<file path="config.mk">
export PLATFORM = sky130hd
export DESIGN_NAME = q4k_block_dequantizer_flat
export DESIGN_NICKNAME = d
export VERILOG_FILES = /design/src/rtl/core/q4k_pkg.sv /design/src/rtl/core/q4k_req_if.sv /design/src/rtl/core/q4k_rsp_if.sv /design/src/rtl/core/q4k_block_dequantizer.sv /design/src/rtl/core/q4k_front.sv /design/src/rtl/core/q4k_queue.sv /design/src/rtl/core/q4k_back.sv /design/src/flat_wrapper.sv
export SDC_FILE = /design/constraint.sdc
export NUM_CORES = 2
export LEC_CHECK = 0
export BUFFER_PORTS_ARGS = -buffer_cell sky130_fd_sc_hd__clkbuf_2
export CELL_PAD_IN_SITES_DETAIL_PLACEMENT = 1
export CELL_PAD_IN_SITES_GLOBAL_PLACEMENT = 2
export CORE_AREA = 5 5 305 307
export CTS_BUF_LIST = sky130_fd_sc_hd__clkbuf_8
export DETAILED_ROUTE_END_ITERATION = 7
export DIE_AREA = 0 0 310 312
export PLACE_DENSITY = 0.89
export SETUP_SLACK_MARGIN = 0.3
export SYNTH_ARGS = -nofsm -noshare
export SYNTH_HDL_FRONTEND = slang
export SYNTH_SLANG_ARGS = --single-unit
</file>
<file path="constraint.sdc">
create_clock -name clock -period 15.3 [get_ports clock]
set_clock_uncertainty 0.2 [all_clocks]
set_input_delay 0.765 -clock clock [delete_from_list [all_inputs] [get_ports clock]]
set_output_delay 0.765 -clock clock [all_outputs]
set_load 0.03 [all_outputs]
</file>
<file path="src/rtl/core/q4k_pkg.sv">
// Q4_K dequantizer package: sizes, the job record passed from front to back,
// the back-end state type and the intermediate adder record.
// No dependencies.
`timescale 1ns / 1ps

package q4k_pkg;

   localparam logic [7:0]  BLOCK_BYTES  = 8'd144;
   localparam logic [7:0]  HEADER_BYTES = 8'd16;
   localparam logic [7:0]  SCALE_BASE   = 8'd4;
   localparam int          QUEUE_DEPTH  = 2;
   localparam logic [31:0] FP_QNAN      = 32'h7FC0_0000;
   localparam logic [7:0]  FP_EXP_MAX   = 8'hFF;

   // one nibble byte with everything needed to finish it
   typedef struct packed {
      logic [15:0] d_half;
      logic [15:0] m_half;
      logic [5:0]  sc_lo;
      logic [5:0]  mn_lo;
      logic [5:0]  sc_hi;
      logic [5:0]  mn_hi;
      logic [7:0]  data;
      logic [7:0]  lo_index;
      logic        done;
   } q4k_job_type;

   typedef enum logic [2:0] {
      BK_IDLE,
      BK_SCALE,
      BK_MIN,
      BK_PROD,
      BK_ALIGN,
      BK_ROUND
   } q4k_back_state_type;

   typedef struct packed {
      logic        special;
      logic [31:0] spec_val;
      logic        sign;
      logic [7:0]  exp;
      logic [27:0] sum;
   } q4k_align_type;

endpackage

</file>
<file path="src/rtl/core/q4k_req_if.sv">
// Byte stream channel into the dequantizer.
// Depends on nothing.
`timescale 1ns / 1ps

interface q4k_req_if;
   logic       valid;
   logic       ready;
   logic [7:0] data_byte;
   logic       first_byte;

   modport source (output valid, output data_byte, output first_byte, input ready);
   modport sink   (input valid, input data_byte, input first_byte, output ready);
endinterface

</file>
<file path="src/rtl/core/q4k_rsp_if.sv">
// Result channel out of the dequantizer, one FP32 element per beat.
// Depends on nothing.
`timescale 1ns / 1ps

interface q4k_rsp_if;
   logic        valid;
   logic        ready;
   logic [31:0] value_bits;
   logic [7:0]  element_index;
   logic        pair_last;
   logic        block_done;

   modport source (output valid, output value_bits, output element_index,
                   output pair_last, output block_done, input ready);
   modport sink   (input valid, input value_bits, input element_index,
                   input pair_last, input block_done, output ready);
endinterface

</file>
<file path="src/rtl/core/q4k_block_dequantizer.sv">
// Q4_K block dequantizer top level: front end, job queue and FP32 back end.
// Depends on q4k_pkg, q4k_req_if, q4k_rsp_if, q4k_front, q4k_queue, q4k_back.
//
// Usage: feed a 144-byte Q4_K block on req_ch, one byte per beat, with
// first_byte high on byte 0 (the count also wraps by itself after byte 143).
// Bytes 0..3 are the FP16 scale and min, 4..15 the packed 6-bit scales;
// these give no result. Each of the 128 nibble bytes gives two beats on
// rsp_ch, low nibble first (pair_last low), then high nibble (pair_last
// high); block_done marks the last beat of the block.
// The back end works on one nibble byte at a time: it loads the job, then
// runs scale multiply, min multiply, nibble multiply, align and round for
// the low element and again for the high one, the multiplies sharing the
// single FP multiplier; it takes no new job before both are out.
// The job queue (QueueDepth entries) lets the front take bytes while the
// back end works; req_ch.ready drops only when the queue is full.
// A stalled receiver holds the result register; the back end then waits
// in its rounding step and the queue fills behind it.
// Reset (synchronous) clears the byte count, the FP16 header, the queue,
// the back-end state and the result valid flag, not the packed scales.
`timescale 1ns / 1ps

module q4k_block_dequantizer import q4k_pkg::*; #(
   parameter int QueueDepth = QUEUE_DEPTH
) (
   input  logic      clock,
   input  logic      reset,
   q4k_req_if.sink   req_ch,
   q4k_rsp_if.source rsp_ch
);

   q4k_job_type push_job, pop_job;
   logic        push, pop, q_full, q_not_empty;

   q4k_front u_front (
      .clock  (clock),
      .reset  (reset),
      .req_ch (req_ch),
      .q_full (q_full),
      .push   (push),
      .job    (push_job)
   );

   q4k_queue #(.Depth(QueueDepth)) u_queue (
      .clock     (clock),
      .reset     (reset),
      .push      (push),
      .push_job  (push_job),
      .pop       (pop),
      .pop_job   (pop_job),
      .full      (q_full),
      .not_empty (q_not_empty)
   );

   q4k_back u_back (
      .clock       (clock),
      .reset       (reset),
      .q_not_empty (q_not_empty),
      .q_job       (pop_job),
      .q_pop       (pop),
      .rsp_ch      (rsp_ch)
   );

   a_done_on_last: assert property (@(posedge clock) disable iff (reset)
      rsp_ch.valid && rsp_ch.block_done |-> rsp_ch.pair_last)
      else $error("block_done on a low-nibble beat");

   a_index_half: assert property (@(posedge clock) disable iff (reset)
      rsp_ch.valid |-> (rsp_ch.element_index[5] == rsp_ch.pair_last))
      else $error("element index does not match nibble half");

   a_reset_quiet: assert property (@(posedge clock)
      reset |=> !rsp_ch.valid)
      else $error("result valid straight after reset");

   a_full_stalls: assert property (@(posedge clock) disable iff (reset)
      q_full |-> !req_ch.ready)
      else $error("byte taken while job queue full");

endmodule

</file>
<file path="src/rtl/core/q4k_front.sv">
// Front end: byte counting, header capture and job building per nibble byte.
// Depends on q4k_pkg and q4k_req_if.
`timescale 1ns / 1ps

module q4k_front import q4k_pkg::*; (
   input  logic        clock,
   input  logic        reset,
   q4k_req_if.sink     req_ch,
   input  logic        q_full,
   output logic        push,
   output q4k_job_type job
);

   logic [7:0]  pos_ff, pos_in;
   logic [15:0] scale_half_ff, scale_half_in;
   logic [15:0] min_half_ff, min_half_in;
   logic [7:0]  packed_ff [12];
   logic [7:0]  pos;
   logic [7:0]  scale_idx;
   logic [7:0]  nib;
   logic        accept;
   logic        is_header;
   logic [5:0]  grp_sc [8];
   logic [5:0]  grp_mn [8];

   assign req_ch.ready = !q_full;
   assign accept       = req_ch.valid && req_ch.ready;
   assign pos          = req_ch.first_byte ? 8'd0 : pos_ff;
   assign is_header    = pos < HEADER_BYTES;
   assign scale_idx    = pos - SCALE_BASE;
   assign nib          = pos - HEADER_BYTES;

   always_comb begin
      for (int g = 0; g < 4; g++) begin
         grp_sc[g]     = packed_ff[g][5:0];
         grp_mn[g]     = packed_ff[g+4][5:0];
         grp_sc[g+4]   = {packed_ff[g][7:6], packed_ff[g+8][3:0]};
         grp_mn[g+4]   = {packed_ff[g+4][7:6], packed_ff[g+8][7:4]};
      end
   end

   always_comb begin
      pos_in        = pos_ff;
      scale_half_in = scale_half_ff;
      min_half_in   = min_half_ff;
      if (accept) begin
         pos_in = (pos == BLOCK_BYTES - 8'd1) ? 8'd0 : pos + 8'd1;
         if (pos == 8'd0) scale_half_in[7:0]  = req_ch.data_byte;
         if (pos == 8'd1) scale_half_in[15:8] = req_ch.data_byte;
         if (pos == 8'd2) min_half_in[7:0]    = req_ch.data_byte;
         if (pos == 8'd3) min_half_in[15:8]   = req_ch.data_byte;
      end
   end

   always_ff @(posedge clock) begin
      if (reset) begin
         pos_ff        <= '0;
         scale_half_ff <= '0;
         min_half_ff   <= '0;
      end else begin
         pos_ff        <= pos_in;
         scale_half_ff <= scale_half_in;
         min_half_ff   <= min_half_in;
      end
   end

   always_ff @(posedge clock) begin
      if (accept && is_header && pos >= SCALE_BASE) begin
         packed_ff[scale_idx[3:0]] <= req_ch.data_byte;
      end
   end

   assign push          = accept && !is_header;
   assign job.d_half    = scale_half_ff;
   assign job.m_half    = min_half_ff;
   assign job.sc_lo     = grp_sc[{nib[6:5], 1'b0}];
   assign job.mn_lo     = grp_mn[{nib[6:5], 1'b0}];
   assign job.sc_hi     = grp_sc[{nib[6:5], 1'b1}];
   assign job.mn_hi     = grp_mn[{nib[6:5], 1'b1}];
   assign job.data      = req_ch.data_byte;
   assign job.lo_index  = {nib[6:5], 1'b0, nib[4:0]};
   assign job.done      = (pos == BLOCK_BYTES - 8'd1);

endmodule

</file>
<file path="src/rtl/core/q4k_queue.sv">
// Short job queue between front and back ends.
// Depends on q4k_pkg.
`timescale 1ns / 1ps

module q4k_queue import q4k_pkg::*; #(
   parameter int Depth = QUEUE_DEPTH
) (
   input  logic        clock,
   input  logic        reset,
   input  logic        push,
   input  q4k_job_type push_job,
   input  logic        pop,
   output q4k_job_type pop_job,
   output logic        full,
   output logic        not_empty
);

   localparam int PtrW = (Depth > 1) ? $clog2(Depth) : 1;
   localparam int CntW = $clog2(Depth + 1);
   localparam logic [PtrW-1:0] LastPtr = PtrW'(Depth - 1);
   localparam logic [CntW-1:0] FullCnt = CntW'(Depth);

   q4k_job_type       slot_ff [Depth];
   logic [PtrW-1:0]   rd_ptr_ff, rd_ptr_in;
   logic [PtrW-1:0]   wr_ptr_ff, wr_ptr_in;
   logic [CntW-1:0]   count_ff, count_in;
   logic              do_push, do_pop;

   assign full      = (count_ff == FullCnt);
   assign not_empty = (count_ff != '0);
   assign do_push   = push && !full;
   assign do_pop    = pop && not_empty;
   assign pop_job   = slot_ff[rd_ptr_ff];

   always_comb begin
      rd_ptr_in = rd_ptr_ff;
      wr_ptr_in = wr_ptr_ff;
      count_in  = count_ff;
      if (do_push) wr_ptr_in = (wr_ptr_ff == LastPtr) ? '0 : wr_ptr_ff + PtrW'(1);
      if (do_pop)  rd_ptr_in = (rd_ptr_ff == LastPtr) ? '0 : rd_ptr_ff + PtrW'(1);
      if (do_push && !do_pop) count_in = count_ff + CntW'(1);
      if (do_pop && !do_push) count_in = count_ff - CntW'(1);
   end

   always_ff @(posedge clock) begin
      if (reset) begin
         rd_ptr_ff <= '0;
         wr_ptr_ff <= '0;
         count_ff  <= '0;
      end else begin
         rd_ptr_ff <= rd_ptr_in;
         wr_ptr_ff <= wr_ptr_in;
         count_ff  <= count_in;
      end
   end

   always_ff @(posedge clock) begin
      if (do_push) slot_ff[wr_ptr_ff] <= push_job;
   end

endmodule

</file>
<file path="src/rtl/core/q4k_back.sv">
// Back end: FP32 sequencer (shared multiplier, two-step adder) and result register.
// Depends on q4k_pkg and q4k_rsp_if.
`timescale 1ns / 1ps

module q4k_back import q4k_pkg::*; (
   input  logic        clock,
   input  logic        reset,
   input  logic        q_not_empty,
   input  q4k_job_type q_job,
   output logic        q_pop,
   q4k_rsp_if.source   rsp_ch
);

   function automatic logic [31:0] half_to_single(input logic [15:0] h);
      logic [4:0]  ex;
      logic [9:0]  man;
      logic [3:0]  k;
      logic [9:0]  sh;
      logic [31:0] r;
      ex  = h[14:10];
      man = h[9:0];
      k   = '0;
      sh  = '0;
      if (ex == 5'd0) begin
         if (man == 10'd0) begin
            r = {h[15], 31'b0};
         end else begin
            for (int i = 0; i < 10; i++) if (man[i]) k = 4'(i);
            sh = man << (4'd9 - k);
            r  = {h[15], 8'(8'd103 + {4'b0, k}), sh[8:0], 14'b0};
         end
      end else if (ex == 5'd31) begin
         r = {h[15], FP_EXP_MAX, 23'b0};
      end else begin
         r = {h[15], 8'({3'b0, ex} + 8'd112), man, 13'b0};
      end
      return r;
   endfunction

   function automatic logic [31:0] int_to_single(input logic [5:0] v);
      logic [2:0]  k;
      logic [5:0]  sh;
      logic [31:0] r;
      k  = '0;
      sh = '0;
      if (v == 6'd0) begin
         r = '0;
      end else begin
         for (int i = 0; i < 6; i++) if (v[i]) k = 3'(i);
         sh = v << (3'd5 - k);
         r  = {1'b0, 8'(8'd127 + {5'b0, k}), sh[4:0], 18'b0};
      end
      return r;
   endfunction

   // operands are zero, normal, infinite or NaN; products of nonzero finite operands never leave the normal range
   function automatic logic [31:0] fp_mul(input logic [31:0] a, input logic [31:0] b);
      logic        s, a_nan, b_nan, a_inf, b_inf, a_zero, b_zero, g, st;
      logic [47:0] p;
      logic [22:0] mt;
      logic [9:0]  e;
      logic [23:0] rnd;
      logic [31:0] r;
      s      = a[31] ^ b[31];
      a_nan  = (a[30:23] == FP_EXP_MAX) && (a[22:0] != '0);
      b_nan  = (b[30:23] == FP_EXP_MAX) && (b[22:0] != '0);
      a_inf  = (a[30:23] == FP_EXP_MAX) && (a[22:0] == '0);
      b_inf  = (b[30:23] == FP_EXP_MAX) && (b[22:0] == '0);
      a_zero = (a[30:23] == 8'd0);
      b_zero = (b[30:23] == 8'd0);
      p      = '0;
      mt     = '0;
      g      = 1'b0;
      st     = 1'b0;
      e      = '0;
      rnd    = '0;
      if (a_nan || b_nan || (a_inf && b_zero) || (b_inf && a_zero)) begin
         r = FP_QNAN;
      end else if (a_inf || b_inf) begin
         r = {s, FP_EXP_MAX, 23'b0};
      end else if (a_zero || b_zero) begin
         r = {s, 31'b0};
      end else begin
         p = {24'b0, 1'b1, a[22:0]} * {24'b0, 1'b1, b[22:0]};
         if (p[47]) begin
            mt = p[46:24];
            g  = p[23];
            st = |p[22:0];
            e  = {2'b0, a[30:23]} + {2'b0, b[30:23]} - 10'd126;
         end else begin
            mt = p[45:23];
            g  = p[22];
            st = |p[21:0];
            e  = {2'b0, a[30:23]} + {2'b0, b[30:23]} - 10'd127;
         end
         rnd = {1'b0, mt} + {23'b0, g & (st | mt[0])};
         if (rnd[23]) e = e + 10'd1;
         r = {s, e[7:0], rnd[22:0]};
      end
      return r;
   endfunction

   // first adder step: specials, swap, align with sticky, add or subtract
   function automatic q4k_align_type fp_align(input logic [31:0] a, input logic [31:0] b);
      logic          a_nan, b_nan, a_inf, b_inf, a_zero, b_zero;
      logic [31:0]   x, y;
      logic [7:0]    diff;
      logic [26:0]   mx, my, ys, lost;
      q4k_align_type r;
      a_nan  = (a[30:23] == FP_EXP_MAX) && (a[22:0] != '0);
      b_nan  = (b[30:23] == FP_EXP_MAX) && (b[22:0] != '0);
      a_inf  = (a[30:23] == FP_EXP_MAX) && (a[22:0] == '0);
      b_inf  = (b[30:23] == FP_EXP_MAX) && (b[22:0] == '0);
      a_zero = (a[30:23] == 8'd0);
      b_zero = (b[30:23] == 8'd0);
      if (b[30:0] > a[30:0]) begin
         x = b;
         y = a;
      end else begin
         x = a;
         y = b;
      end
      diff = x[30:23] - y[30:23];
      mx   = {1'b1, x[22:0], 3'b0};
      my   = {1'b1, y[22:0], 3'b0};
      lost = '0;
      if (diff >= 8'd27) begin
         ys = 27'd1;
      end else begin
         lost = my & ~({27{1'b1}} << diff);
         ys   = (my >> diff) | {26'b0, |lost};
      end
      r.sign     = x[31];
      r.exp      = x[30:23];
      r.sum      = (x[31] ^ y[31]) ? ({1'b0, mx} - {1'b0, ys}) : ({1'b0, mx} + {1'b0, ys});
      r.special  = 1'b1;
      r.spec_val = '0;
      if (a_nan || b_nan || (a_inf && b_inf && (a[31] != b[31]))) r.spec_val = FP_QNAN;
      else if (a_inf)              r.spec_val = a;
      else if (b_inf)              r.spec_val = b;
      else if (a_zero && b_zero)   r.spec_val = {a[31] & b[31], 31'b0};
      else if (a_zero)             r.spec_val = b;
      else if (b_zero)             r.spec_val = a;
      else                         r.special  = 1'b0;
      return r;
   endfunction

   // second adder step: normalise and round to nearest even
   function automatic logic [31:0] fp_round(input q4k_align_type al);
      logic [4:0]  lead, lz;
      logic [26:0] m;
      logic [8:0]  e;
      logic [24:0] rnd;
      logic [31:0] r;
      lead = '0;
      lz   = '0;
      m    = '0;
      e    = '0;
      rnd  = '0;
      if (al.special) begin
         r = al.spec_val;
      end else if (al.sum == '0) begin
         r = '0;
      end else begin
         if (al.sum[27]) begin
            m = {al.sum[27:2], al.sum[1] | al.sum[0]};
            e = {1'b0, al.exp} + 9'd1;
         end else begin
            for (int i = 0; i < 27; i++) if (al.sum[i]) lead = 5'(i);
            lz = 5'd26 - lead;
            m  = al.sum[26:0] << lz;
            e  = {1'b0, al.exp} - {4'b0, lz};
         end
         rnd = {1'b0, m[26:3]} + {24'b0, m[2] & (m[1] | m[0] | m[3])};
         if (rnd[24]) e = e + 9'd1;
         r = {al.sign, e[7:0], rnd[22:0]};
      end
      return r;
   endfunction

   q4k_back_state_type state_ff, state_in;
   q4k_job_type        job_ff, job_in;
   logic               hi_ff, hi_in;
   logic [31:0]        d_ff, d_in, dm_ff, dm_in;
   logic [31:0]        ds_ff, ds_in, mm_ff, mm_in, prod_ff, prod_in;
   q4k_align_type      al_ff, al_in;
   logic               out_valid_ff, out_valid_in;
   logic [31:0]        out_value_ff, out_value_in;
   logic [7:0]         out_index_ff, out_index_in;
   logic               out_last_ff, out_last_in;
   logic               out_done_ff, out_done_in;
   logic [31:0]        mul_a, mul_res;
   logic [5:0]         mul_int;
   logic               out_free;

   assign out_free = !out_valid_ff || rsp_ch.ready;
   assign mul_res  = fp_mul(mul_a, int_to_single(mul_int));

   always_comb begin
      state_in     = state_ff;
      job_in       = job_ff;
      hi_in        = hi_ff;
      d_in         = d_ff;
      dm_in        = dm_ff;
      ds_in        = ds_ff;
      mm_in        = mm_ff;
      prod_in      = prod_ff;
      al_in        = al_ff;
      out_valid_in = out_valid_ff && !rsp_ch.ready;
      out_value_in = out_value_ff;
      out_index_in = out_index_ff;
      out_last_in  = out_last_ff;
      out_done_in  = out_done_ff;
      q_pop        = 1'b0;
      mul_a        = ds_ff;
      mul_int      = hi_ff ? {2'b0, job_ff.data[7:4]} : {2'b0, job_ff.data[3:0]};
      case (state_ff)
         BK_IDLE: begin
            if (q_not_empty) begin
               q_pop    = 1'b1;
               job_in   = q_job;
               hi_in    = 1'b0;
               d_in     = half_to_single(q_job.d_half);
               dm_in    = half_to_single(q_job.m_half);
               state_in = BK_SCALE;
            end
         end
         BK_SCALE: begin
            mul_a    = d_ff;
            mul_int  = hi_ff ? job_ff.sc_hi : job_ff.sc_lo;
            ds_in    = mul_res;
            state_in = BK_MIN;
         end
         BK_MIN: begin
            mul_a    = dm_ff;
            mul_int  = hi_ff ? job_ff.mn_hi : job_ff.mn_lo;
            mm_in    = mul_res;
            state_in = BK_PROD;
         end
         BK_PROD: begin
            prod_in  = mul_res;
            state_in = BK_ALIGN;
         end
         BK_ALIGN: begin
            al_in    = fp_align(prod_ff, {~mm_ff[31], mm_ff[30:0]});
            state_in = BK_ROUND;
         end
         BK_ROUND: begin
            if (out_free) begin
               out_valid_in = 1'b1;
               out_value_in = fp_round(al_ff);
               out_index_in = {job_ff.lo_index[7:6], hi_ff, job_ff.lo_index[4:0]};
               out_last_in  = hi_ff;
               out_done_in  = hi_ff && job_ff.done;
               hi_in        = 1'b1;
               state_in     = hi_ff ? BK_IDLE : BK_SCALE;
            end
         end
         default: state_in = BK_IDLE;
      endcase
   end

   always_ff @(posedge clock) begin
      if (reset) begin
         state_ff     <= BK_IDLE;
         out_valid_ff <= 1'b0;
         hi_ff        <= 1'b0;
      end else begin
         state_ff     <= state_in;
         out_valid_ff <= out_valid_in;
         hi_ff        <= hi_in;
      end
   end

   always_ff @(posedge clock) begin
      job_ff       <= job_in;
      d_ff         <= d_in;
      dm_ff        <= dm_in;
      ds_ff        <= ds_in;
      mm_ff        <= mm_in;
      prod_ff      <= prod_in;
      al_ff        <= al_in;
      out_value_ff <= out_value_in;
      out_index_ff <= out_index_in;
      out_last_ff  <= out_last_in;
      out_done_ff  <= out_done_in;
   end

   assign rsp_ch.valid         = out_valid_ff;
   assign rsp_ch.value_bits    = out_value_ff;
   assign rsp_ch.element_index = out_index_ff;
   assign rsp_ch.pair_last     = out_last_ff;
   assign rsp_ch.block_done    = out_done_ff;

endmodule

</file>
<file path="src/flat_wrapper.sv">
// flat-port wrapper written by rule: the top's interface ports become plain ports
module q4k_block_dequantizer_flat import q4k_pkg::*;
#(
   parameter int QueueDepth = QUEUE_DEPTH
)
  (clock, reset, req_ch_valid, req_ch_data_byte, req_ch_first_byte, req_ch_ready, rsp_ch_valid, rsp_ch_value_bits, rsp_ch_element_index, rsp_ch_pair_last, rsp_ch_block_done, rsp_ch_ready);
  q4k_req_if req_ch_i ();
  q4k_rsp_if rsp_ch_i ();
  input  logic clock;
  input  logic reset;
  input wire logic [$bits(req_ch_i.valid)-1:0] req_ch_valid;
  input wire logic [$bits(req_ch_i.data_byte)-1:0] req_ch_data_byte;
  input wire logic [$bits(req_ch_i.first_byte)-1:0] req_ch_first_byte;
  output wire logic [$bits(req_ch_i.ready)-1:0] req_ch_ready;
  output wire logic [$bits(rsp_ch_i.valid)-1:0] rsp_ch_valid;
  output wire logic [$bits(rsp_ch_i.value_bits)-1:0] rsp_ch_value_bits;
  output wire logic [$bits(rsp_ch_i.element_index)-1:0] rsp_ch_element_index;
  output wire logic [$bits(rsp_ch_i.pair_last)-1:0] rsp_ch_pair_last;
  output wire logic [$bits(rsp_ch_i.block_done)-1:0] rsp_ch_block_done;
  input wire logic [$bits(rsp_ch_i.ready)-1:0] rsp_ch_ready;
  assign req_ch_i.valid = req_ch_valid;
  assign req_ch_i.data_byte = req_ch_data_byte;
  assign req_ch_i.first_byte = req_ch_first_byte;
  assign req_ch_ready = req_ch_i.ready;
  assign rsp_ch_valid = rsp_ch_i.valid;
  assign rsp_ch_value_bits = rsp_ch_i.value_bits;
  assign rsp_ch_element_index = rsp_ch_i.element_index;
  assign rsp_ch_pair_last = rsp_ch_i.pair_last;
  assign rsp_ch_block_done = rsp_ch_i.block_done;
  assign rsp_ch_i.ready = rsp_ch_ready;
  q4k_block_dequantizer #(.QueueDepth(QueueDepth)) u_core (.clock(clock), .reset(reset), .req_ch(req_ch_i), .rsp_ch(rsp_ch_i));
endmodule
</file>
==> key figures <==
Route
  – WL met3: 6.032 mm
  – TritonRoute pass-1 iters: 7
  – Vias per inst: 6.025
  – Iteration-0 DRC Markers: 2553
  – M1 WL: ~51 mm
  – Vias: ~30k
  – ANT nets after route: 0
  – Top sig layer: met5
  – Routed WL per cell: ~24 um
  – DR WL met2: 60.74 mm
  – DRC Markers: 0
  – Total wire length: between 100 and 150 mm

Flow run
  – Max-Cap Viols: 0

Synth
  – Synthesized cell area: between 30000 and 40000 um2
  – Top post-synthesis cells by area: edfxtp_1, ha_1, fa_1
  – Post-Synth Simple-Gate Area: 0.1413
  – Adder-cell area share of the yosys netlist: 0.1240
  – Synth warn: 0
  – Count leader, synth: edfxtp_1
  – Cell taking the most area after synthesis: edfxtp_1
  – Async SR Flop Fraction: 0
  – Sequential cell area fraction in the yosys report: 0.4257
  – Cell variety after synth: 112
  – Mean Syn Cell Area: 10.30 um2
  – Synth Area in XOR/XNOR: 0.03520
  – Number of synthesized flops with an enable pin: 523
  – Post-synthesis compound-gate area fraction: 0.1383
  – Syn_nets: 4156
  – Yosys reg bits: 573
  – Dominant synthesized flop cell: edfxtp_1
  – Gate Count Post-Synth: 3810
  – Commonest cells in the netlist: edfxtp_1, nor2_1, inv_1
  – Mux contribution to synthesized area: 0.08710
  – Synth top area share: 0.4002
  – Main combinational cell family by area after synthesis: simple AND/OR/NAND/NOR gates

Timing
  – TNS Setup: 0 ns
  – RSZ-0062 raised after global routing: false
  – Worst hold slack: 0.2227 ns
  – Final setup vio count: 0
  – Post-layout minimum cycle time: about 14 ns
  – Slew Viols, Final: 0
  – Period utilization: 0.9079
  – Final Hold Fails: 0
  – Slew margin rel.: 0.2123
  – Worst slew pin tran: 1.171 ns
  – Peak Freq: just over 70 MHz

Clock tree
  – Root Driver: clkbuf_8
  – Clk sinks: 573
  – Latest clock arrival within the worst-skew pair: 0.76 ns
  – Total CTS buffers: 95
  – Depth of the CTS H-tree: 3
  – Cts hold-fix bufs: 0
  – Postcts setup bufs: 0
  – Post_cts resized: 0
  – CTS tree: yes
  – Worst-path clk slew: 0.07 ns
  – Clock tree buffer depth: 3

Setup path
  – Worst setup path category: flop to flop
  – WP data required: 15.62 ns
  – Worst Path Max Fanout: 36
  – Worst path most repeated cell: ha_1
  – CP max stage cell: inv_2
  – Crit start category: flop
  – Critical Path Sink Type: flop
  – CP Data Arrival Time: 14.21 ns
  – CP max stage delay: 0.70 ns

Finish
  – Multi-input gate area: 20720 um2
  – Layout Nets: roughly 4.2k
  – Number of fillers in the final layout: just under 10k
  – Design area: 42680 um2
  – Area Growth Syn to Fin: 8.754%
  – Register Area: 16710 um2
  – Layout cells sized above 1: 0.1080

Floorplanning
  – Die footprint: approximately 97000 um2
  – IO Pins: 57
  – Core area: ~90000 um2
  – Initial Util: 0.4374
  – Die height: between 300 and 400 um
  – Rows: 110
  – Die W: 310 um

Global route
  – Via count of the first global-routing pass: 31.61k
  – Global route total overflow: 0
  – GRT Total Usage: 0.2488
  – Largest net degree at the start of global routing: ~70
  – First-pass GRT wire length: 188.9 mm
  – Initial antenna violation count: 3

Run status
  – Run status: complete, no violations

Place
  – DPL Wire Length: 91.75 mm
  – Buffers added on ports: 56
  – DP Area: 40710 um2
  – GPL Wtd Cong: 0.9679

Worst hold path
  – Worst Hold Class: input port to flop
state kept, by name, summed over array words and instances (netlist names), 2 cells and up, named ones only:
register                            count
u_core.u_back.al_ff                    70
u_core.u_back.rsp_ch.element_index      8
u_core.u_back.mm_ff                    32
u_core.u_front.scale_half_ff           16
u_core.u_back.job_ff                   40
u_core.u_back.state_ff                  3
u_core.u_front.pos_ff                   8
u_core.u_front.packed_ff               96
u_core.u_back.ds_ff                    32
u_core.u_back.d_ff                     18
u_core.u_front.min_half_ff             16
u_core.u_back.rsp_ch.value_bits        32
u_core.u_back.prod_ff                  32
u_core.u_queue.slot_ff                144
u_core.u_queue.count_ff                 2
u_core.u_back.dm_ff                    18
path summary, 6_finish.rpt:
| path | startpoint | to | slack, ns | depth (start not counted) |
|---|---|---|---|---|
| setup / recovery | u_core.u_back.state_ff[0]$_SDFFE_PP0P_ | u_core.u_back.prod_ff[30]$_DFFE_PN_ | 1.41 | 44 |
| hold / removal | rsp_ch_ready | u_core.u_back.rsp_ch.valid$_SDFF_PP0_ | 0.22 | 3 |
| setup reg to reg | u_core.u_back.state_ff[0]$_SDFFE_PP0P_ | u_core.u_back.prod_ff[30]$_DFFE_PN_ | 1.41 | 44 |
| hold reg to reg | u_core.u_back.job_ff[8]$_DFFE_PP_ | u_core.u_back.rsp_ch.element_index[7]$_DFFE_PP_ | 0.25 | 0 |
cell type report:
class,count,area share
antenna,1,0.00005863
clock buffer,102,0.03289
clock inverter,75,0.01337
inverter,311,0.02735
multi-input combinational,2750,0.4854
sequential,573,0.3915
tap,1176,0.03447
timing repair buffer,104,0.01501
per-layer routing:
layer / GRT usage / vias up
li1: - / 13970
met1: 0.3228 / 15500
met2: 0.4284 / 952
met3: 0.03156 / 251
met4: 0.09100 / 2
met5: 0 / -
logic make-up after synthesis:
group,Yosys count
simple gates,1170
compound gates,821
flops,573
buf+inv,487
fa+ha+maj,334
mux,269
xor+xnor,156
worst max-delay path, delay by kind of cell (launching register included):
family	cells	cell delay [ns]
xor+xnor	2	0.44
buf+inv	7	1.85
mux	1	0.15
simple gates	9	2.97
fa+ha+maj	10	3.93
flops	1	0.56
compound gates	15	3.59
through the flow:
stage,setup slack (ns),utilization,cells
detailed placement,1.363,0.4536,4914
finish,1.409,0.4756,5092
floorplan,3.601,-,3810
global route,0.4248,0.4756,5092
CTS,1.327,0.4756,5091
global placement,1.948,0.4536,4914
layout by cell type (no fill, tap or decap), types with 36 or more instances in the layout:
master,n
nor2_1,383
nor3_1,59
mux4_2,51
mux2i_1,150
nand2_1,304
edfxtp_1,523
fa_1,92
xnor2_1,99
xor2_1,53
a21oi_1,194
mux2_2,67
nand3_1,107
a211oi_1,38
inv_1,344
clkbuf_2,56
ha_1,241
and2_1,62
dfxtp_1,49
clkbuf_8,102
o21ai_0,193
buf_4,48
a22oi_1,36
Power is left out: the tool's default activity adds up to more than one toggle a clock period on the data nets, which glitch-free logic cannot reach.
